[config.mk]
export PLATFORM = sky130hd
export DESIGN_NAME = ballistic_vertical_motion_flat
export DESIGN_NICKNAME = d
export VERILOG_FILES = /design/src/hdl/bvm_pkg.sv /design/src/hdl/bvm_in_if.sv /design/src/hdl/bvm_out_if.sv /design/src/hdl/ballistic_vertical_motion.sv /design/src/flat_wrapper.sv
export SDC_FILE = /design/constraint.sdc
export NUM_CORES = 2
export LEC_CHECK = 0
export BUFFER_PORTS_ARGS = -buffer_cell sky130_fd_sc_hd__buf_2
export CAP_MARGIN = 10
export CORE_MARGIN = 2
export CORE_UTILIZATION = 45
export CTS_CLUSTER_DIAMETER = 200
export DETAILED_ROUTE_END_ITERATION = 16
export MAX_ROUTING_LAYER = met4
export PLACE_DENSITY = 0.69
export RECOVER_POWER = 50
export SETUP_SLACK_MARGIN = 0.05
export SYNTH_ARGS = -nofsm -noshare
export SYNTH_HDL_FRONTEND = slang
export SYNTH_SLANG_ARGS = --single-unit
[constraint.sdc]
create_clock -name clk -period 11.75 [get_ports clk]
set_clock_uncertainty 0.05 [all_clocks]
set_input_delay 0.5875 -clock clk [delete_from_list [all_inputs] [get_ports clk]]
set_output_delay 0.5875 -clock clk [all_outputs]
set_load 0.01 [all_outputs]
[src/hdl/bvm_pkg.sv]
`timescale 1ns / 1ps
// Package for the ballistic vertical motion block.
// Holds the request and result payload types, opcodes and register indexes.
package bvm_pkg;

	typedef logic signed [31:0] fx_t;

	localparam logic [2:0] OP_SET_POS  = 3'd0;
	localparam logic [2:0] OP_START    = 3'd1;
	localparam logic [2:0] OP_START_HT = 3'd2;
	localparam logic [2:0] OP_TICK     = 3'd3;
	localparam logic [2:0] OP_STOP     = 3'd4;
	localparam logic [2:0] OP_PAUSE    = 3'd5;

	localparam logic [2:0] REG_DEF_GRAVITY  = 3'd0;
	localparam logic [2:0] REG_DEF_LAUNCH   = 3'd1;
	localparam logic [2:0] REG_DEF_TERMINAL = 3'd2;
	localparam logic [2:0] REG_ASC_GRAVITY  = 3'd3;
	localparam logic [2:0] REG_ASC_LAUNCH   = 3'd4;

	localparam fx_t MINUS_ONE = -32'sd1;
	localparam logic [63:0] ROUND_HALF = 64'd524288;
	localparam logic [15:0] FALL_MAX = 16'hFFFF;

	typedef struct packed {
		logic [2:0] opcode;
		fx_t        start_speed;
		fx_t        target_height;
		fx_t        fall_accel;
		fx_t        speed_limit;
		fx_t        new_position;
		fx_t        new_height;
		logic       pause_flag;
	} in_t;

	typedef struct packed {
		fx_t         position;
		fx_t         height;
		fx_t         speed;
		logic        moving;
		logic        paused;
		logic [15:0] fall_ticks;
		fx_t         launch_position;
		logic        landed;
		logic        ascent_capped;
	} out_t;

endpackage

[src/hdl/bvm_in_if.sv]
`timescale 1ns / 1ps
// Request channel interface of the ballistic vertical motion block.
// Depends on bvm_pkg for the payload type.
interface bvm_in_if;
	logic         valid;
	logic         ready;
	bvm_pkg::in_t data;
	modport source (output valid, output data, input ready);
	modport sink (input valid, input data, output ready);
endinterface

[src/hdl/bvm_out_if.sv]
`timescale 1ns / 1ps
// Result channel interface of the ballistic vertical motion block.
// Depends on bvm_pkg for the payload type.
interface bvm_out_if;
	logic          valid;
	logic          ready;
	bvm_pkg::out_t data;
	modport source (output valid, output data, input ready);
	modport sink (input valid, input data, output ready);
endinterface

[src/hdl/ballistic_vertical_motion.sv]
`timescale 1ns / 1ps
// Ballistic vertical motion of one body in 20.12 fixed point, single request at a time.
// Most requests go from idle straight to the done state; start to height first runs the
// ascent loop, one step a cycle up to MAX_ASCENT_STEPS, then the bit-serial divider if
// the ascent overshot. A request is taken only in the idle state, and one is taken while
// the previous result still waits. Asynchronous active-low reset clears the settings,
// body state and sequencer, not working registers; launch position resets to minus one.
// Depends on bvm_pkg, bvm_in_if and bvm_out_if.
module ballistic_vertical_motion #(
	parameter int MAX_ASCENT_STEPS = 1024
) (
	input  logic        clk,
	input  logic        arst_n,
	bvm_in_if.sink      item,
	bvm_out_if.source   result,
	input  logic        wr_en,
	input  logic [2:0]  wr_index,
	input  logic [31:0] wr_data
);

	localparam int CntW = $clog2(MAX_ASCENT_STEPS + 1);

	// One-hot sequencer states.
	typedef enum logic [6:0] {
		ST_IDLE = 7'b0000001,
		ST_ASC  = 7'b0000010,
		ST_DIV  = 7'b0000100,
		ST_QUO  = 7'b0001000,
		ST_MUL  = 7'b0010000,
		ST_ADJ  = 7'b0100000,
		ST_DONE = 7'b1000000
	} state_t;

	state_t state_q;

	// Configuration registers.
	bvm_pkg::fx_t def_gravity_q, def_launch_q, def_terminal_q, asc_gravity_q, asc_launch_q;

	// Body state.
	bvm_pkg::fx_t pos_q, height_q, speed_q, accel_q, limit_q, launch_q;
	logic         active_q, pause_q;
	logic [15:0]  fall_q;

	// Latched request and ascent working registers.
	bvm_pkg::in_t req_q;
	bvm_pkg::fx_t v_q, g_q, s_q, q_q, prod_q;
	logic [CntW-1:0] n_q;
	logic         capped_q;
	logic [63:0]  div_q;
	logic [31:0]  rem_q, dvsr_q;
	logic         neg_q;
	logic [5:0]   bit_q;

	logic         out_valid_q;
	bvm_pkg::out_t out_q;

	assign item.ready   = (state_q == ST_IDLE);
	assign result.valid = out_valid_q;
	assign result.data  = out_q;

	wire accept   = item.valid && item.ready;
	wire out_free = !out_valid_q || result.ready;

	// Ascent step: velocity gains gravity, the running height gains velocity.
	bvm_pkg::fx_t v_step, s_step;
	logic [CntW-1:0] n_step;
	assign v_step = v_q + g_q;
	assign s_step = s_q + v_step;
	assign n_step = n_q + 1'b1;

	// Restoring division step on magnitudes.
	logic [32:0] div_trial;
	logic        div_fit;
	assign div_trial = {rem_q, div_q[63]};
	assign div_fit   = div_trial >= {1'b0, dvsr_q};

	// Signed quotient, rounded to 20.12.
	logic [63:0] q_signed, q_round;
	assign q_signed = neg_q ? (~div_q + 64'd1) : div_q;
	assign q_round  = q_signed + bvm_pkg::ROUND_HALF;

	// Product divided by 4096, truncating toward zero.
	logic [31:0] prod_mag, adj;
	assign prod_mag = prod_q[31] ? (~prod_q + 32'd1) : prod_q;
	assign adj      = prod_q[31] ? ~(prod_mag >> 12) + 32'd1 : (prod_q >>> 12);

	// Start resolution shared by both start opcodes.
	bvm_pkg::fx_t st_v_in, st_g_in, st_v, st_g, st_lim;
	assign st_v_in = (req_q.opcode == bvm_pkg::OP_START) ? req_q.start_speed : v_q;
	assign st_g_in = (req_q.opcode == bvm_pkg::OP_START) ? req_q.fall_accel : g_q;
	assign st_v    = (st_v_in == 32'sd0) ? -def_gravity_q :
	                 (st_v_in == bvm_pkg::MINUS_ONE) ? def_launch_q : st_v_in;
	assign st_g    = (st_g_in == bvm_pkg::MINUS_ONE) ? def_gravity_q : st_g_in;
	assign st_lim  = (req_q.speed_limit == bvm_pkg::MINUS_ONE) ? def_terminal_q
	                                                            : req_q.speed_limit;

	// Tick arithmetic.
	bvm_pkg::fx_t tk_h, tk_p, tk_v, tk_vc;
	logic         tk_land;
	assign tk_h    = height_q + speed_q;
	assign tk_p    = pos_q + speed_q;
	assign tk_land = (speed_q <= 32'sd0) && (tk_h <= 32'sd0);
	assign tk_v    = speed_q - accel_q;
	assign tk_vc   = (limit_q[31] && (tk_v < limit_q)) ? limit_q : tk_v;

	always_ff @(posedge clk or negedge arst_n) begin
		if (!arst_n) begin
			def_gravity_q  <= '0;
			def_launch_q   <= '0;
			def_terminal_q <= '0;
			asc_gravity_q  <= '0;
			asc_launch_q   <= '0;
		end else if (wr_en) begin
			case (wr_index)
				bvm_pkg::REG_DEF_GRAVITY:  def_gravity_q  <= wr_data;
				bvm_pkg::REG_DEF_LAUNCH:   def_launch_q   <= wr_data;
				bvm_pkg::REG_DEF_TERMINAL: def_terminal_q <= wr_data;
				bvm_pkg::REG_ASC_GRAVITY:  asc_gravity_q  <= wr_data;
				bvm_pkg::REG_ASC_LAUNCH:   asc_launch_q   <= wr_data;
				default: ;
			endcase
		end
	end

	// Working registers carry no reset.
	always_ff @(posedge clk) begin
		case (state_q)
			ST_IDLE: begin
				if (accept) begin
					req_q    <= item.data;
					capped_q <= 1'b0;
					v_q      <= (item.data.target_height == bvm_pkg::MINUS_ONE) ? asc_launch_q
					                                                           : '0;
					g_q      <= ((item.data.target_height != 32'sd0) &&
					             (item.data.fall_accel == bvm_pkg::MINUS_ONE)) ? asc_gravity_q
					                                                           : item.data.fall_accel;
					s_q      <= '0;
					n_q      <= '0;
				end
			end
			ST_ASC: begin
				v_q <= v_step;
				s_q <= s_step;
				n_q <= n_step;
				if (!((s_step < req_q.target_height) &&
				      (n_step < CntW'(MAX_ASCENT_STEPS)))) begin
					capped_q <= s_step < req_q.target_height;
					div_q    <= {s_step - req_q.target_height, 32'd0};
					rem_q    <= '0;
					dvsr_q   <= v_step[31] ? (~v_step + 32'd1) : v_step;
					neg_q    <= v_step[31];
					bit_q    <= '0;
					q_q      <= '0;
				end
			end
			ST_DIV: begin
				rem_q <= div_fit ? 32'(div_trial - {1'b0, dvsr_q}) : div_trial[31:0];
				div_q <= {div_q[62:0], div_fit};
				bit_q <= bit_q + 6'd1;
			end
			ST_QUO: begin
				if (dvsr_q != 32'd0)
					q_q <= q_round[51:20];
			end
			ST_MUL: prod_q <= 32'(g_q * q_q);
			ST_ADJ: v_q <= v_q - adj;
			default: ;
		endcase
	end

	always_ff @(posedge clk or negedge arst_n) begin
		if (!arst_n) begin
			state_q     <= ST_IDLE;
			out_valid_q <= 1'b0;
			pos_q       <= '0;
			height_q    <= '0;
			speed_q     <= '0;
			accel_q     <= '0;
			limit_q     <= '0;
			active_q    <= 1'b0;
			pause_q     <= 1'b0;
			fall_q      <= '0;
			launch_q    <= bvm_pkg::MINUS_ONE;
		end else begin
			// A result taken in the same cycle as a new one is written stays valid.
			if (result.valid && result.ready && !((state_q == ST_DONE) && out_free))
				out_valid_q <= 1'b0;
			case (state_q)
				ST_IDLE: begin
					if (accept)
						state_q <= ((item.data.opcode == bvm_pkg::OP_START_HT) &&
						            (item.data.target_height != 32'sd0) &&
						            (item.data.target_height != bvm_pkg::MINUS_ONE))
						           ? ST_ASC : ST_DONE;
				end
				ST_ASC: begin
					if (!((s_step < req_q.target_height) &&
					      (n_step < CntW'(MAX_ASCENT_STEPS))))
						state_q <= ((s_step - req_q.target_height) > 32'sd0) ? ST_DIV : ST_DONE;
				end
				ST_DIV: if (bit_q == 6'd63) state_q <= ST_QUO;
				ST_QUO: state_q <= ST_MUL;
				ST_MUL: state_q <= ST_ADJ;
				ST_ADJ: state_q <= ST_DONE;
				ST_DONE: begin
					if (out_free) begin
						bvm_pkg::fx_t n_pos, n_h, n_v, n_launch;
						logic n_act, n_pause, n_land;
						logic [15:0] n_fall;
						n_pos = pos_q; n_h = height_q; n_v = speed_q; n_launch = launch_q;
						n_act = active_q; n_pause = pause_q; n_fall = fall_q; n_land = 1'b0;
						case (req_q.opcode)
							bvm_pkg::OP_SET_POS: begin
								n_pos = req_q.new_position;
								n_h   = req_q.new_height;
							end
							bvm_pkg::OP_START, bvm_pkg::OP_START_HT: begin
								n_v = st_v; n_act = 1'b1; n_pause = 1'b0;
								n_fall = '0; n_launch = pos_q;
								accel_q <= st_g;
								limit_q <= st_lim;
							end
							bvm_pkg::OP_TICK: begin
								if (!pause_q && active_q) begin
									n_pos = tk_p; n_h = tk_h;
									if (speed_q[31] && (fall_q != bvm_pkg::FALL_MAX))
										n_fall = fall_q + 16'd1;
									if (tk_land) begin
										n_pos = tk_p - tk_h; n_h = '0;
										n_act = 1'b0; n_pause = 1'b0;
										n_launch = bvm_pkg::MINUS_ONE; n_land = 1'b1;
									end else begin
										n_v = tk_vc;
									end
								end
							end
							bvm_pkg::OP_STOP: begin
								n_act = 1'b0; n_pause = 1'b0; n_launch = bvm_pkg::MINUS_ONE;
							end
							bvm_pkg::OP_PAUSE: n_pause = req_q.pause_flag;
							default: ;
						endcase
						pos_q <= n_pos; height_q <= n_h; speed_q <= n_v; launch_q <= n_launch;
						active_q <= n_act; pause_q <= n_pause; fall_q <= n_fall;
						out_q.position        <= n_pos;
						out_q.height          <= n_h;
						out_q.speed           <= n_v;
						out_q.moving          <= n_act;
						out_q.paused          <= n_pause;
						out_q.fall_ticks      <= n_fall;
						out_q.launch_position <= n_launch;
						out_q.landed          <= n_land;
						out_q.ascent_capped   <= (req_q.opcode == bvm_pkg::OP_START_HT) && capped_q;
						out_valid_q <= 1'b1;
						state_q     <= ST_IDLE;
					end
				end
				default: state_q <= ST_IDLE;
			endcase
		end
	end

	// The ascent step counter never runs past its cap.
	a_step_cap: assert property (@(posedge clk) disable iff (!arst_n)
		(state_q == ST_ASC) |-> (n_q < CntW'(MAX_ASCENT_STEPS)))
		else $error("ascent step counter past cap");

	// A body at rest always reports a cleared launch position.
	a_rest_launch: assert property (@(posedge clk) disable iff (!arst_n)
		(out_valid_q && !out_q.moving) |-> (out_q.launch_position == bvm_pkg::MINUS_ONE))
		else $error("launch position set while at rest");

	// A landing leaves the body on the ground and stopped.
	a_landing: assert property (@(posedge clk) disable iff (!arst_n)
		(out_valid_q && out_q.landed) |-> (!out_q.moving && (out_q.height == 32'sd0)))
		else $error("landing left body moving or airborne");

	// An accepted request always leaves the idle state.
	a_busy: assert property (@(posedge clk) disable iff (!arst_n)
		accept |=> (state_q != ST_IDLE))
		else $error("sequencer stayed idle after a request");

endmodule

[src/flat_wrapper.sv]
// flat-port wrapper written by rule: the top's interface ports become plain ports
module ballistic_vertical_motion_flat 
#(
	parameter int MAX_ASCENT_STEPS = 1024
)
  (clk, arst_n, wr_en, wr_index, wr_data, item_valid, item_data, item_ready, result_valid, result_data, result_ready);
  bvm_in_if item_i ();
  bvm_out_if result_i ();
  input  logic clk;
  input  logic arst_n;
  input  logic wr_en;
  input  logic [2:0] wr_index;
  input  logic [31:0] wr_data;
  input wire logic [$bits(item_i.valid)-1:0] item_valid;
  input wire logic [$bits(item_i.data)-1:0] item_data;
  output wire logic [$bits(item_i.ready)-1:0] item_ready;
  output wire logic [$bits(result_i.valid)-1:0] result_valid;
  output wire logic [$bits(result_i.data)-1:0] result_data;
  input wire logic [$bits(result_i.ready)-1:0] result_ready;
  assign item_i.valid = item_valid;
  assign item_i.data = item_data;
  assign item_ready = item_i.ready;
  assign result_valid = result_i.valid;
  assign result_data = result_i.data;
  assign result_i.ready = result_ready;
  ballistic_vertical_motion #(.MAX_ASCENT_STEPS(MAX_ASCENT_STEPS)) u_core (.clk(clk), .arst_n(arst_n), .item(item_i), .result(result_i), .wr_en(wr_en), .wr_index(wr_index), .wr_data(wr_data));
endmodule
==> run metrics <==
run status finished, violations left; violated checks capacitance limit, slew limit; r2r startpoint u_core.g_q[0]; post-DP HPWL 203 mm; Slew Limit Fails 1086; top_reg_cell synth edfxtp_1; slew of the pin with the lowest slew margin 5710 ps; largest register by flop count u_core.req_q; area growth from synthesis to layout 12.4%; synth warn 0; Top delay family on crit path compound AO/OA/AOI/OAI gates; Top Ports 386; final wirelength 270 mm; Worst slew margin -283%; RSZ-0062 raised after global routing false; Crit Path Max Fanout 10; TritonCTS clock tree done; die area 173000 um2; Num CTS Buffers 108; Post-Synthesis Cells 7560; GRT Residual Overflow 0; slowest CP cell o31ai_1; die height 416 um; ratio of cells with drive above 1 in the final layout 9.51%; # clock sinks 1029; largest net degree at the start of global routing 114; TNS Setup 0 ps; port bufs 385; # Max-Cap Violations 24; CTS resizes 0; Syn Nets 8683; Skew-Pair Late Insertion Delay 790 ps; worst hold path cell count 2; Layout Nets 9145; Final min period 10270 ps; Seq/Total Area, Yosys 38.0%; Final period util 87.4%; all-layer global routing usage 31.4%; Post-Synth Adder-Cell Area 18.6%; Placer Congestion 1.02; critical path type register to register; largest family of logic cells by synthesized area adder cells; flop-to-flop setup slack 1480 ps; Hold Crit Class input port to register; Syn Std Cell Area 76500 um2; Post-Synth XOR/XNOR Area 5.24%; row count 151; DRC errors left 0; clock buffer depth 3; multi-input gate area in the final layout 43400 um2; Die X 416 um; Req. time, crit path 12390 ps; R2R Path End u_core.state_q[6]; area of the core 169000 um2; complex-gate fraction of the synthesized area 13.2%; HP Start wr_data[22]; crit end category register; crit path launch type register; Post-DRT Antenna Nets 0; number of flip-flops in the largest register 196; Worst Path Arrival 10900 ps; initial DRC count 6897; number of synthesized flops with an enable pin 651; maximum clock rate 0.0974 GHz; Reg2Reg Depth 30; Root Driver clkbuf_16; post-synthesis register bit count 1029; final hold vios 0; Hold EP u_core.def_terminal_q[22]; drt wl/cell 26.0 um; Starting Density 45.3%; syn avg cell area 10.1 um2; clock-pin slew on the worst setup and hold paths 60 ps; initial antenna violation count 19; storage element area 29000 um2; final setup vio count 0; global-route wire length before repair 394 mm; Vias/cell 6.00; Post-CTS Repair Setup Buffers 0; DR vias 62200; vias in the first global route 59900; drt pass-1 iters 6; Synth cell types 99; mux share of post-synthesis cell area 6.03%; asr flop ratio synth 36.7%; H-tree depth 3; simple-gate share of the synthesized area 13.5%; max incr delay on CP 880 ps; Buf+Inv Stages, Crit Path 1; Fillers 15100
layer usage:
metal	up-vias	part of all wire (%)	track usage, %
met5	-	0	-
met4	0	7.2	18.4
met3	699	8.3	4.89
met2	3242	45	48.0
met1	30700	39	39.7
li1	27500	-	-
cell usage after synthesis, types with 14 or more instances:
master | n | area (um2)
o21a_1 | 53 | 398
clkbuf_1 | 277 | 1040
a21oi_1 | 317 | 1590
nor2_1 | 405 | 1520
or2_2 | 20 | 125
buf_1 | 17 | 63.8
or4_1 | 19 | 143
o21ai_1 | 15 | 75.1
o211ai_1 | 36 | 270
nand4_1 | 84 | 526
o22ai_1 | 18 | 113
o41ai_1 | 17 | 149
o31ai_1 | 57 | 428
and2_1 | 280 | 1750
a22o_1 | 14 | 123
dfrtp_1 | 345 | 8630
dfstp_2 | 33 | 867
and3_1 | 62 | 388
ha_1 | 470 | 5880
o21bai_1 | 58 | 435
nor4_1 | 87 | 544
o22a_1 | 66 | 578
and4_1 | 17 | 149
inv_1 | 762 | 2860
fa_1 | 417 | 8350
mux2i_1 | 156 | 1560
a22oi_1 | 89 | 668
a211oi_1 | 34 | 255
o21ai_0 | 378 | 1890
xnor2_1 | 310 | 2720
mux2_2 | 271 | 3050
edfxtp_1 | 651 | 19500
nand3_1 | 103 | 515
xor2_1 | 148 | 1300
nor3_1 | 106 | 531
a31oi_1 | 66 | 413
nand2_1 | 761 | 2860
nor3b_1 | 14 | 105
or3_1 | 46 | 288
a21o_1 | 130 | 976
nor2b_1 | 49 | 307
buf_2 | 25 | 125
nand2b_1 | 42 | 263
cell type report:
cell class | instances | share of cell area [%]
well taps | 2218 | 3.23
repair buffers | 678 | 4.86
clock inverters | 57 | 0.713
flip-flops and latches | 1029 | 33.8
multi-input cells | 5442 | 50.5
clock buffers | 149 | 3.57
diodes | 24 | 0.0698
inverters | 763 | 3.33
layout by cell type, fill, tap and decap left out, types with 84 or more instances in the layout:
master and n:
edfxtp_1 651, dfrtp_1 345, buf_2 132, nor2_1 399, xnor2_1 310, nand2_1 757
inv_1 761, o21ai_0 378, fa_1 417, clkbuf_1 298, ha_1 470, nor4_1 87
a21oi_1 317, mux2i_1 156, dlygate4sd3_1 174, and2_1 251, nand4_1 84, nor3_1 104
nand3_1 103, a21o_1 130, xor2_1 148, a22oi_1 89, clkbuf_16 112, mux2_2 270
buf_4 94
what timing repair did:
action                     in CTS  in global routing
hold buffers                  174                  0
setup endpoints to repair       0                  0
hold endpoints to repair      204                  0
logic make-up (layout without fill, tap and decap cells):
kind of cell	count (synthesis)	count (layout)
other	0	24
adders and majority gates	888	888
muxes	427	427
AOI/OAI and AO/OA	1535	1535
DFF	1029	1029
xor gates and xnor gates	458	458
buffers and inverters	1089	1647
and+or+nand+nor	2134	2134
per-stage QoR:
step / setup slack, ps / utilization, % / hold slack (ps) / cells / area (um2)
after floorplan: 3200 / - / 242 / 7560 / 76500
after global placement: 2020 / 47.9 / 412 / 9955 / 81000
after detailed placement: 1860 / 47.9 / 415 / 9955 / 81000
after CTS: 1840 / 51.1 / 17.6 / 10300 / 86400
after global routing: 1190 / 50.9 / 131 / 10300 / 86000
final: 1480 / 50.9 / 148 / 10400 / 86000
worst reg2reg max path, delay by kind of cell (launching register included):
family | cells | cell delay, ps
adders and majority gates | 4 | 1600
xor gates and xnor gates | 3 | 1370
buffers and inverters | 1 | 140
AOI/OAI and AO/OA | 14 | 4080
DFF | 1 | 690
and+or+nand+nor | 8 | 2270
worst max path at each step:
stage / start / to / depth (start not counted)
floorplan: u_core.g_q[0] / u_core.bit_q[0] / 30
global placement: u_core.g_q[0] / u_core.state_q[6] / 31
detailed placement: u_core.g_q[0] / u_core.state_q[6] / 30
CTS: u_core.g_q[0] / u_core.state_q[6] / 30
global route: u_core.g_q[0] / u_core.state_q[6] / 33
finish: u_core.g_q[0] / u_core.state_q[6] / 30
Power is not shown: default switching activity piles up to over one toggle a cycle in this logic, so the estimate is an artifact.
